### src/rtl/tdr_pkg.sv
// Shared types, constants and the control program of the thermostat duty regulator.
`timescale 1ns / 1ps
package tdr_pkg;

    localparam int CYCLE_SECONDS = 180;
    localparam int STEP_HIGH     = 30;
    localparam int STEP_MID      = 15;
    localparam int COUNT_MAX     = 255;
    localparam int AVG_MAX       = 16383;

    localparam int TEMP_W  = 11;
    localparam int SEC_W   = 16;
    localparam int AVG_W   = 14;
    localparam int TOTAL_W = 22;
    localparam int COUNT_W = 8;
    localparam int GOAL_W  = 12;
    localparam int MINSW_W = 8;
    localparam int DIVR_W  = 8;
    localparam int DIVC_W  = 5;
    localparam int CFG_W   = 12;

    // The seconds count divided by the cycle length is the product with a rounded-up
    // reciprocal, shifted right; exact for every 16-bit count at this cycle length.
    localparam int RECIP_SHIFT = 24;
    localparam int RECIP_W     = 24;
    localparam logic [RECIP_W-1:0] CYCLE_RECIP =
        RECIP_W'(((64'd1 << RECIP_SHIFT) + 64'(CYCLE_SECONDS) - 64'd1) / 64'(CYCLE_SECONDS));

    localparam logic [DIVC_W-1:0] DIV_STEPS = DIVC_W'(TOTAL_W);
    localparam logic [DIVR_W-1:0] POS_THIRD = DIVR_W'(CYCLE_SECONDS / 3);
    localparam logic [DIVR_W-1:0] POS_TWO_THIRDS = DIVR_W'(2 * CYCLE_SECONDS / 3);

    typedef enum logic [0:0] {
        CFG_GOAL  = 1'b0,
        CFG_MINSW = 1'b1
    } cfg_index_t;

    typedef logic [3:0] step_t;

    localparam step_t STEP_FETCH      = 4'd0;
    localparam step_t STEP_CYCLE_QUOT = 4'd1;
    localparam step_t STEP_POS        = 4'd2;
    localparam step_t STEP_LOAD_AVG   = 4'd3;
    localparam step_t STEP_RUN_AVG    = 4'd4;
    localparam step_t STEP_SET_AVG    = 4'd5;
    localparam step_t STEP_ACCUM      = 4'd6;
    localparam step_t STEP_REG        = 4'd7;
    localparam step_t STEP_RETURN     = 4'd8;

    typedef enum logic [3:0] {
        OP_NOP,
        OP_FETCH,
        OP_CYCLE_QUOT,
        OP_ITER,
        OP_STORE_POS,
        OP_LOAD_AVG,
        OP_SET_AVG,
        OP_ACCUM,
        OP_REGULATE
    } dp_op_t;

    typedef enum logic [2:0] {
        COND_NEVER,
        COND_ALWAYS,
        COND_NO_INPUT,
        COND_DIV_BUSY,
        COND_SKIP_DIV,
        COND_OUT_BLOCKED
    } cond_t;

    typedef struct packed {
        dp_op_t op;
        cond_t  cond;
        step_t  target;
    } ctrl_word_t;

    typedef struct packed {
        logic load;
        logic iter;
    } div_ctrl_t;

    function automatic ctrl_word_t rom_word(input step_t pc);
        ctrl_word_t w;
        begin
            unique case (pc)
                STEP_FETCH:      w = '{OP_FETCH,      COND_NO_INPUT,    STEP_FETCH};
                STEP_CYCLE_QUOT: w = '{OP_CYCLE_QUOT, COND_NEVER,       STEP_FETCH};
                STEP_POS:        w = '{OP_STORE_POS,  COND_SKIP_DIV,    STEP_ACCUM};
                STEP_LOAD_AVG:   w = '{OP_LOAD_AVG,   COND_NEVER,       STEP_FETCH};
                STEP_RUN_AVG:    w = '{OP_ITER,       COND_DIV_BUSY,    STEP_RUN_AVG};
                STEP_SET_AVG:    w = '{OP_SET_AVG,    COND_ALWAYS,      STEP_REG};
                STEP_ACCUM:      w = '{OP_ACCUM,      COND_NEVER,       STEP_FETCH};
                STEP_REG:        w = '{OP_REGULATE,   COND_OUT_BLOCKED, STEP_REG};
                STEP_RETURN:     w = '{OP_NOP,        COND_ALWAYS,      STEP_FETCH};
                default:         w = '{OP_NOP,        COND_ALWAYS,      STEP_FETCH};
            endcase
            return w;
        end
    endfunction

endpackage

### src/rtl/tdr_channels.sv
// Handshake channel interfaces for samples and results.
`timescale 1ns / 1ps
interface tdr_sample_if;
    import tdr_pkg::*;
    logic              valid;
    logic              ready;
    logic [TEMP_W-1:0] temp_sample;
    logic [SEC_W-1:0]  second_count;

    modport source (output valid, output temp_sample, output second_count, input ready);
    modport sink (input valid, input temp_sample, input second_count, output ready);
endinterface

interface tdr_result_if;
    import tdr_pkg::*;
    logic             valid;
    logic             ready;
    logic             relay_on;
    logic             demand_on;
    logic [AVG_W-1:0] average_temp;

    modport source (output valid, output relay_on, output demand_on, output average_temp,
                    input ready);
    modport sink (input valid, input relay_on, input demand_on, input average_temp,
                  output ready);
endinterface

### src/rtl/tdr_divider.sv
// Restoring serial divider that produces one quotient bit per iteration.
`timescale 1ns / 1ps
module tdr_divider
    import tdr_pkg::*;
(
    input  logic               clk,
    input  logic               rst_n,
    input  div_ctrl_t          ctrl,
    input  logic [TOTAL_W-1:0] dividend,
    input  logic [DIVR_W-1:0]  divisor,
    output logic [TOTAL_W-1:0] quotient,
    output logic               last
);

    logic [TOTAL_W-1:0] quo_reg;
    logic [TOTAL_W-1:0] quo_next;
    logic [DIVR_W-1:0]  rem_reg;
    logic [DIVR_W-1:0]  rem_next;
    logic [DIVR_W-1:0]  dvs_reg;
    logic [DIVC_W-1:0]  count_reg;
    logic [DIVC_W-1:0]  count_next;
    logic [DIVR_W:0]    shifted;
    logic               fits;
    logic [DIVR_W:0]    diff;

    always_comb
    begin
        shifted = {rem_reg, quo_reg[TOTAL_W-1]};
        fits    = shifted >= {1'b0, dvs_reg};
        diff    = shifted - {1'b0, dvs_reg};
        quo_next   = quo_reg;
        rem_next   = rem_reg;
        count_next = count_reg;
        if (ctrl.load)
        begin
            quo_next   = dividend;
            rem_next   = '0;
            count_next = DIV_STEPS;
        end
        else if (ctrl.iter)
        begin
            quo_next   = {quo_reg[TOTAL_W-2:0], fits};
            rem_next   = fits ? diff[DIVR_W-1:0] : shifted[DIVR_W-1:0];
            count_next = count_reg - DIVC_W'(1);
        end
    end

    always_ff @(posedge clk or negedge rst_n)
    begin
        if (!rst_n)
        begin
            count_reg <= '0;
        end
        else
        begin
            count_reg <= count_next;
        end
    end

    always_ff @(posedge clk)
    begin
        quo_reg <= quo_next;
        rem_reg <= rem_next;
        if (ctrl.load)
        begin
            dvs_reg <= divisor;
        end
    end

    assign quotient  = quo_reg;
    assign last      = count_reg == DIVC_W'(1);

endmodule

### src/rtl/thermostat_duty_regulator.sv
// Top level of the averaging thermostat with duty-cycle relay drive.
`timescale 1ns / 1ps
// Each accepted sample (one per second) is handled by a small control program.
// The seconds count is reduced modulo the cycle length by a reciprocal
// multiplication over two steps, and on a cycle boundary a serial divider divides
// the sample sum by the count. An ordinary sample passes through the fetch,
// quotient, position, accumulate, regulate and return steps; a sample on a cycle
// boundary takes instead of the accumulate step the divider load, its 22
// iterations and the store of the new average; a stalled result holds the
// regulate step while it waits. The block takes one sample at a time.
// Configuration writes take effect at once and are meant for idle periods.
module thermostat_duty_regulator
    import tdr_pkg::*;
(
    input  logic              clk,
    input  logic              rst_n,
    tdr_sample_if.sink        sample_in,
    tdr_result_if.source      result_out,
    input  logic              cfg_we,
    input  logic [0:0]        cfg_index,
    input  logic [CFG_W-1:0]  cfg_wdata
);

    step_t                pc_reg;
    step_t                pc_next;
    ctrl_word_t           cw;
    logic                 jump;
    div_ctrl_t            div_ctrl;
    logic [TOTAL_W-1:0]   div_dividend;
    logic [DIVR_W-1:0]    div_divisor;
    logic [TOTAL_W-1:0]   div_quotient;
    logic                 div_last;

    logic [GOAL_W-1:0]    goal_reg;
    logic [MINSW_W-1:0]   minsw_reg;
    logic [TOTAL_W-1:0]   total_reg;
    logic [COUNT_W-1:0]   number_reg;
    logic [AVG_W-1:0]     avg_hold_reg;
    logic                 relay_reg;
    logic [SEC_W-1:0]     last_change_reg;
    logic [AVG_W-1:0]     sample_reg;
    logic [SEC_W-1:0]     sec_reg;
    logic [SEC_W-1:0]     quot_reg;
    logic [DIVR_W-1:0]    pos_reg;
    logic                 out_valid_reg;
    logic                 out_relay_reg;
    logic                 out_demand_reg;
    logic [AVG_W-1:0]     out_avg_reg;

    logic                 accept;
    logic                 out_blocked;
    logic                 out_write;
    logic [SEC_W+RECIP_W-1:0] cycle_product;
    logic [SEC_W-1:0]     cycle_base;
    logic [SEC_W-1:0]     pos_full;
    logic [AVG_W:0]       scaled;
    logic [AVG_W-1:0]     sample_sat;
    logic [AVG_W-1:0]     goal_ext;
    logic                 demand;
    logic [SEC_W-1:0]     elapsed;
    logic                 do_switch;

    assign cw          = rom_word(pc_reg);
    assign accept      = (cw.op == OP_FETCH) && sample_in.valid;
    assign out_blocked = out_valid_reg && !result_out.ready;
    assign out_write   = (cw.op == OP_REGULATE) && !out_blocked;

    assign cycle_product = {{RECIP_W{1'b0}}, sec_reg} * {{SEC_W{1'b0}}, CYCLE_RECIP};
    assign cycle_base    = quot_reg * SEC_W'(CYCLE_SECONDS);
    assign pos_full      = sec_reg - cycle_base;

    always_comb
    begin
        unique case (cw.cond)
            COND_NEVER:       jump = 1'b0;
            COND_ALWAYS:      jump = 1'b1;
            COND_NO_INPUT:    jump = !sample_in.valid;
            COND_DIV_BUSY:    jump = !div_last;
            COND_SKIP_DIV:    jump = (number_reg == '0) || (pos_full != '0);
            COND_OUT_BLOCKED: jump = out_blocked;
            default:          jump = 1'b1;
        endcase
        pc_next = jump ? cw.target : pc_reg + step_t'(1);
    end

    always_comb
    begin
        div_ctrl.load = cw.op == OP_LOAD_AVG;
        div_ctrl.iter = cw.op == OP_ITER;
    end

    assign div_dividend = total_reg;
    assign div_divisor  = number_reg;

    tdr_divider u_divider (
        .clk       (clk),
        .rst_n     (rst_n),
        .ctrl      (div_ctrl),
        .dividend  (div_dividend),
        .divisor   (div_divisor),
        .quotient  (div_quotient),
        .last      (div_last)
    );

    always_comb
    begin
        scaled = {1'b0, sample_in.temp_sample, 3'b000}
               + {3'b000, sample_in.temp_sample, 1'b0};
        sample_sat = scaled[AVG_W] ? AVG_W'(AVG_MAX) : scaled[AVG_W-1:0];
        goal_ext   = {{(AVG_W-GOAL_W){1'b0}}, goal_reg};
        if (avg_hold_reg > goal_ext + AVG_W'(STEP_HIGH))
        begin
            demand = 1'b1;
        end
        else if (avg_hold_reg > goal_ext + AVG_W'(STEP_MID))
        begin
            demand = pos_reg < POS_TWO_THIRDS;
        end
        else if (avg_hold_reg > goal_ext)
        begin
            demand = pos_reg < POS_THIRD;
        end
        else
        begin
            demand = 1'b0;
        end
        elapsed   = sec_reg - last_change_reg;
        do_switch = (elapsed >= {{(SEC_W-MINSW_W){1'b0}}, minsw_reg}) && (demand != relay_reg);
    end

    always_ff @(posedge clk or negedge rst_n)
    begin
        if (!rst_n)
        begin
            pc_reg          <= STEP_FETCH;
            goal_reg        <= GOAL_W'(1750);
            minsw_reg       <= MINSW_W'(10);
            total_reg       <= '0;
            number_reg      <= '0;
            avg_hold_reg    <= AVG_W'(2000);
            relay_reg       <= 1'b1;
            last_change_reg <= SEC_W'(65526);
            out_valid_reg   <= 1'b0;
        end
        else
        begin
            pc_reg <= pc_next;
            if (cfg_we)
            begin
                unique case (cfg_index_t'(cfg_index))
                    CFG_GOAL:  goal_reg  <= cfg_wdata[GOAL_W-1:0];
                    CFG_MINSW: minsw_reg <= cfg_wdata[MINSW_W-1:0];
                    default:   goal_reg  <= goal_reg;
                endcase
            end
            if (cw.op == OP_SET_AVG)
            begin
                avg_hold_reg <= div_quotient[AVG_W-1:0];
                total_reg    <= {{(TOTAL_W-AVG_W){1'b0}}, sample_reg};
                number_reg   <= COUNT_W'(1);
            end
            else if (cw.op == OP_ACCUM)
            begin
                if (number_reg == '0)
                begin
                    avg_hold_reg <= sample_reg;
                    total_reg    <= {{(TOTAL_W-AVG_W){1'b0}}, sample_reg};
                    number_reg   <= COUNT_W'(1);
                end
                else if (number_reg < COUNT_W'(COUNT_MAX))
                begin
                    total_reg  <= total_reg + {{(TOTAL_W-AVG_W){1'b0}}, sample_reg};
                    number_reg <= number_reg + COUNT_W'(1);
                end
            end
            if (out_write && do_switch)
            begin
                relay_reg       <= demand;
                last_change_reg <= sec_reg;
            end
            if (out_write)
            begin
                out_valid_reg <= 1'b1;
            end
            else if (result_out.ready)
            begin
                out_valid_reg <= 1'b0;
            end
        end
    end

    always_ff @(posedge clk)
    begin
        if (accept)
        begin
            sample_reg <= sample_sat;
            sec_reg    <= sample_in.second_count;
        end
        if (cw.op == OP_CYCLE_QUOT)
        begin
            quot_reg <= cycle_product[SEC_W+RECIP_SHIFT-1:RECIP_SHIFT];
        end
        if (cw.op == OP_STORE_POS)
        begin
            pos_reg <= pos_full[DIVR_W-1:0];
        end
        if (out_write)
        begin
            out_relay_reg  <= do_switch ? demand : relay_reg;
            out_demand_reg <= demand;
            out_avg_reg    <= avg_hold_reg;
        end
    end

    assign sample_in.ready         = cw.op == OP_FETCH;
    assign result_out.valid        = out_valid_reg;
    assign result_out.relay_on     = out_relay_reg;
    assign result_out.demand_on    = out_demand_reg;
    assign result_out.average_temp = out_avg_reg;

`ifndef SYNTHESIS
    // Once seeded, the sample count never returns to the unseeded value.
    a_seed_kept: assert property (@(posedge clk) disable iff (!rst_n)
        (number_reg != '0) |=> (number_reg != '0))
        else $error("sample count lost its seed");

    // A sample transfer is followed by a busy sequence, never an immediate second one.
    a_one_at_a_time: assert property (@(posedge clk) disable iff (!rst_n)
        (sample_in.valid && sample_in.ready) |=> !sample_in.ready)
        else $error("sample taken while the previous one is still in work");

    // The relay only changes together with a result being produced.
    a_relay_with_result: assert property (@(posedge clk) disable iff (!rst_n)
        (relay_reg != $past(relay_reg)) |-> $past(out_write))
        else $error("relay changed without a result");
`endif

endmodule

### src/flat_wrapper.sv
// flat-port wrapper written by rule: the top's interface ports become plain ports
module thermostat_duty_regulator_flat import tdr_pkg::*;
  (clk, rst_n, cfg_we, cfg_index, cfg_wdata, sample_in_valid, sample_in_temp_sample, sample_in_second_count, sample_in_ready, result_out_valid, result_out_relay_on, result_out_demand_on, result_out_average_temp, result_out_ready);
  tdr_sample_if sample_in_i ();
  tdr_result_if result_out_i ();
  input  logic clk;
  input  logic rst_n;
  input  logic cfg_we;
  input  logic [0:0] cfg_index;
  input  logic [CFG_W-1:0] cfg_wdata;
  input wire logic [$bits(sample_in_i.valid)-1:0] sample_in_valid;
  input wire logic [$bits(sample_in_i.temp_sample)-1:0] sample_in_temp_sample;
  input wire logic [$bits(sample_in_i.second_count)-1:0] sample_in_second_count;
  output wire logic [$bits(sample_in_i.ready)-1:0] sample_in_ready;
  output wire logic [$bits(result_out_i.valid)-1:0] result_out_valid;
  output wire logic [$bits(result_out_i.relay_on)-1:0] result_out_relay_on;
  output wire logic [$bits(result_out_i.demand_on)-1:0] result_out_demand_on;
  output wire logic [$bits(result_out_i.average_temp)-1:0] result_out_average_temp;
  input wire logic [$bits(result_out_i.ready)-1:0] result_out_ready;
  assign sample_in_i.valid = sample_in_valid;
  assign sample_in_i.temp_sample = sample_in_temp_sample;
  assign sample_in_i.second_count = sample_in_second_count;
  assign sample_in_ready = sample_in_i.ready;
  assign result_out_valid = result_out_i.valid;
  assign result_out_relay_on = result_out_i.relay_on;
  assign result_out_demand_on = result_out_i.demand_on;
  assign result_out_average_temp = result_out_i.average_temp;
  assign result_out_i.ready = result_out_ready;
  thermostat_duty_regulator u_core (.clk(clk), .rst_n(rst_n), .sample_in(sample_in_i), .result_out(result_out_i), .cfg_we(cfg_we), .cfg_index(cfg_index), .cfg_wdata(cfg_wdata));
endmodule
### config.mk
export PLATFORM = sky130hd
export DESIGN_NAME = thermostat_duty_regulator_flat
export DESIGN_NICKNAME = d
export VERILOG_FILES = /design/src/rtl/tdr_pkg.sv /design/src/rtl/tdr_channels.sv /design/src/rtl/tdr_divider.sv /design/src/rtl/thermostat_duty_regulator.sv /design/src/flat_wrapper.sv
export SDC_FILE = /design/constraint.sdc
export NUM_CORES = 1
export LEC_CHECK = 0
export BUFFER_PORTS_ARGS = -buffer_cell sky130_fd_sc_hd__buf_4
export CORE_MARGIN = 1.5
export CORE_UTILIZATION = 44
export DETAILED_ROUTE_END_ITERATION = 10
export SYNTH_ARGS = -nofsm -noshare
export SYNTH_HDL_FRONTEND = slang
export SYNTH_HIERARCHICAL = 1
export SYNTH_SLANG_ARGS = --single-unit
### constraint.sdc
create_clock -name clk -period 6.26 [get_ports clk]
set_input_delay 1.252 -clock clk [delete_from_list [all_inputs] [get_ports clk]]
set_output_delay 1.252 -clock clk [all_outputs]
set_load 0.02 [all_outputs]
==> metrics.cfg <==
[cells_and_area]
design_area_mm2=0.0188
multi_input_area_mm2=0.0108
nets=2161
register_area_mm2=0.00521
n_antenna_cell=0
fill_cells=3517
drive_above_1_share_pct=11.7
area_delta_synth_final_pct=10.5

[route]
antenna_left=0
avgViaCountPerCell=5.30
avgRoutedWirePerCell_um=17.3
drtIter0Drc=603
dr.pass1.iters=6
dr_total_vias=12014
wirelength_um=39300
drc=0

[synthesis]
synth_nets=2088
synth_cells=1670
synth_seq_area_share_pct=30.6
synth_edf_count=91
ys.flop_type=edfxtp_1
yosysMostFrequentCell=ha_1
synth_area_mm2=0.0170
syn_avg_cell_area_um2=10.2
yosys-top-cells-area=ha_1 20%, edfxtp_1 16%, fa_1 12%, dfrtp_1 9.0%, inv_1 5.2%
yosys.area.top_type=ha_1
postSynth.asyncResetShare_pct=47.9
ys_seq_elements=190
synth.distinct_cells=85
synth_warnings=6
yosysTopAreaCellShare_pct=20.1
ys_top_cells_by_count=274 x ha_1, 235 x inv_1, 111 x nand2_1

[sta]
rsz0062_at_grt=false
finalSetupViolations=0
fmax_mhz=168
finalCriticalPeriod_ns=5.95
period_share_pct=95.1
slew_violations=0
timing.slew.headroom_pct=33.3
hold_viol=0
worst_pin_slew_ns=0.999
skew_ns=0.0182
setup_tns_ns=0

[placement]
placed_area_mm2=0.0182
hpwlAfterDp_um=31700
place_congestion=0.882
numPortBuffers=62

[global_route]
antenna_found_initial=0
grt_pass1_wl_um=63800
track_usage_pct=20.7
grt_pass1_vias=12197
grt_max_degree=70
grt_remaining_overflow=0

[min_path]
hold_path_startpoint=u_core/u_divider/rem_reg[3]
min_path_type=flop to flop
hold_end=u_core/u_divider/rem_reg[3]
min_path_cells=2

[clock_tree]
clock_latency_ns=0.47
cts_max_path_buffers=2
cts_sinks=190
path_clk_slew_ns=0.09
numCtsBuffers=17
cts_tree=yes
h-tree-depth=4
clock-root-buffer=clkbuf_16

[floorplanning]
die_w_um=200
die_area_mm2=0.0399
core_region_area_mm2=0.0378
rows=71
die_y_um=200
pin_count=63
start_util_pct=45.0

[critical_path]
crit_type=flop to flop
reg2reg_slack_ns=0.31
crit_path_max_fanout=2
required_ns=6.49
reg2reg_from=u_core/sec_reg[13]
cp-start-kind=flop
arrival_ns=6.18
cp-end-kind=flop
reg2regPathDepth=18
timing.rr.end=u_core/quot_reg[8]

[run_status]
status=finished clean

[flow_run]
max-cap-violations=0

## stage by stage
| step | instances | worst slack (ns) | hold slack [ns] | util [%] |
|---|---|---|---|---|
| 6_report | 2267 | 0.306 | 0.479 | 49.7 |
| 5_1_grt | 2267 | 0.0201 | 0.510 | 49.7 |
| 4_1_cts | 2266 | 0.286 | 0.483 | 49.7 |
| 3_5_place_dp | 2234 | 0.278 | 0.470 | 48.0 |
| 3_3_place_gp | 2234 | 0.338 | 0.461 | 48.0 |
| 2_1_floorplan | 1670 | 0.638 | 0.445 | - |
## what timing repair did
action | 4_1_cts | 5_1_grt
setup buffers | 0 | 1
endpoints found under the hold margin | 0 | 0
gates resized for setup | 0 | 0
endpoints found under the setup margin | 0 | 1
hold buffers | 0 | 0
## layer usage
layer	track usage, %	share of wire (%)	routed length, µm	vias up
li1	-	-	-	5959
met5	0	0	0	-
met2	35.0	48	18700	164
met1	28.4	49	19100	5863
met3	2.62	2.7	1050	28
met4	3.95	1.0	394	0
## cell families (layout without fill, tap and decap cells)
| group | Yosys count | in the layout | share of synthesized area (%) |
|---|---|---|---|
| multiplexers | 62 | 62 | 4.05 |
| buffers and inverters | 271 | 357 | 6.08 |
| AND/OR/NAND/NOR | 376 | 376 | 10.8 |
| XOR/XNOR | 91 | 91 | 4.76 |
| flip-flops | 190 | 190 | 30.6 |
| adder cells (fa/ha/maj) | 373 | 373 | 31.8 |
| AO/OA/AOI/OAI | 307 | 307 | 11.9 |
## final cells by class
type,count,share of cell area [%]
inverter,238,4.75
timing repair buffer,87,3.47
clock buffer,17,2.26
tap,511,3.40
multi-input combinational,1209,57.4
sequential,190,27.7
clock inverter,15,1.02
## layout by cell type (no fill, tap or decap), types with 25 or more instances in the layout
cell type	netlist	layout
o21ai_1	25	25
ha_1	274	274
xor2_1	33	33
a21oi_1	70	70
nor2_1	94	94
dfstp_2	30	30
xnor2_1	57	57
o21ai_0	57	57
a21o_1	28	28
dfrtp_1	61	61
inv_1	235	235
nand2b_1	25	25
mux2_2	32	32
nand2_1	111	111
edfxtp_1	91	91
buf_4	0	87
nand3_1	29	29
fa_1	99	99
## how the worst max path moves through the flow
stage | slack [ns] | start | endpoint | cells past startpoint
2_1_floorplan | 0.64 | u_core/sec_reg[13] | u_core/quot_reg[8] | 18
3_3_place_gp | 0.34 | u_core/sec_reg[13] | u_core/quot_reg[8] | 18
3_5_place_dp | 0.28 | u_core/sec_reg[13] | u_core/quot_reg[8] | 18
4_1_cts | 0.29 | u_core/sec_reg[13] | u_core/quot_reg[8] | 18
5_1_grt | 0.02 | u_core/quot_reg[3] | u_core/pc_reg[1] | 25
6_report | 0.31 | u_core/sec_reg[13] | u_core/quot_reg[8] | 18
## worst max-delay path: stages, from the launching register on
cell	delay [ns]
edfxtp_1	0.43
fa_1	0.55
inv_1	0.05
fa_1	0.47
fa_1	0.52
inv_1	0.05
fa_1	0.50
fa_1	0.52
fa_1	0.49
ha_1	0.30
o21ai_1	0.06
a2111oi_0	0.62
nand3_1	0.15
a21o_1	0.19
and4_1	0.21
o21ai_1	0.21
a21o_1	0.18
a21oi_1	0.08
xnor2_1	0.12
Power is left out: the tool's default activity adds up to more than one toggle a clock period on the data nets, which glitch-free logic cannot reach.
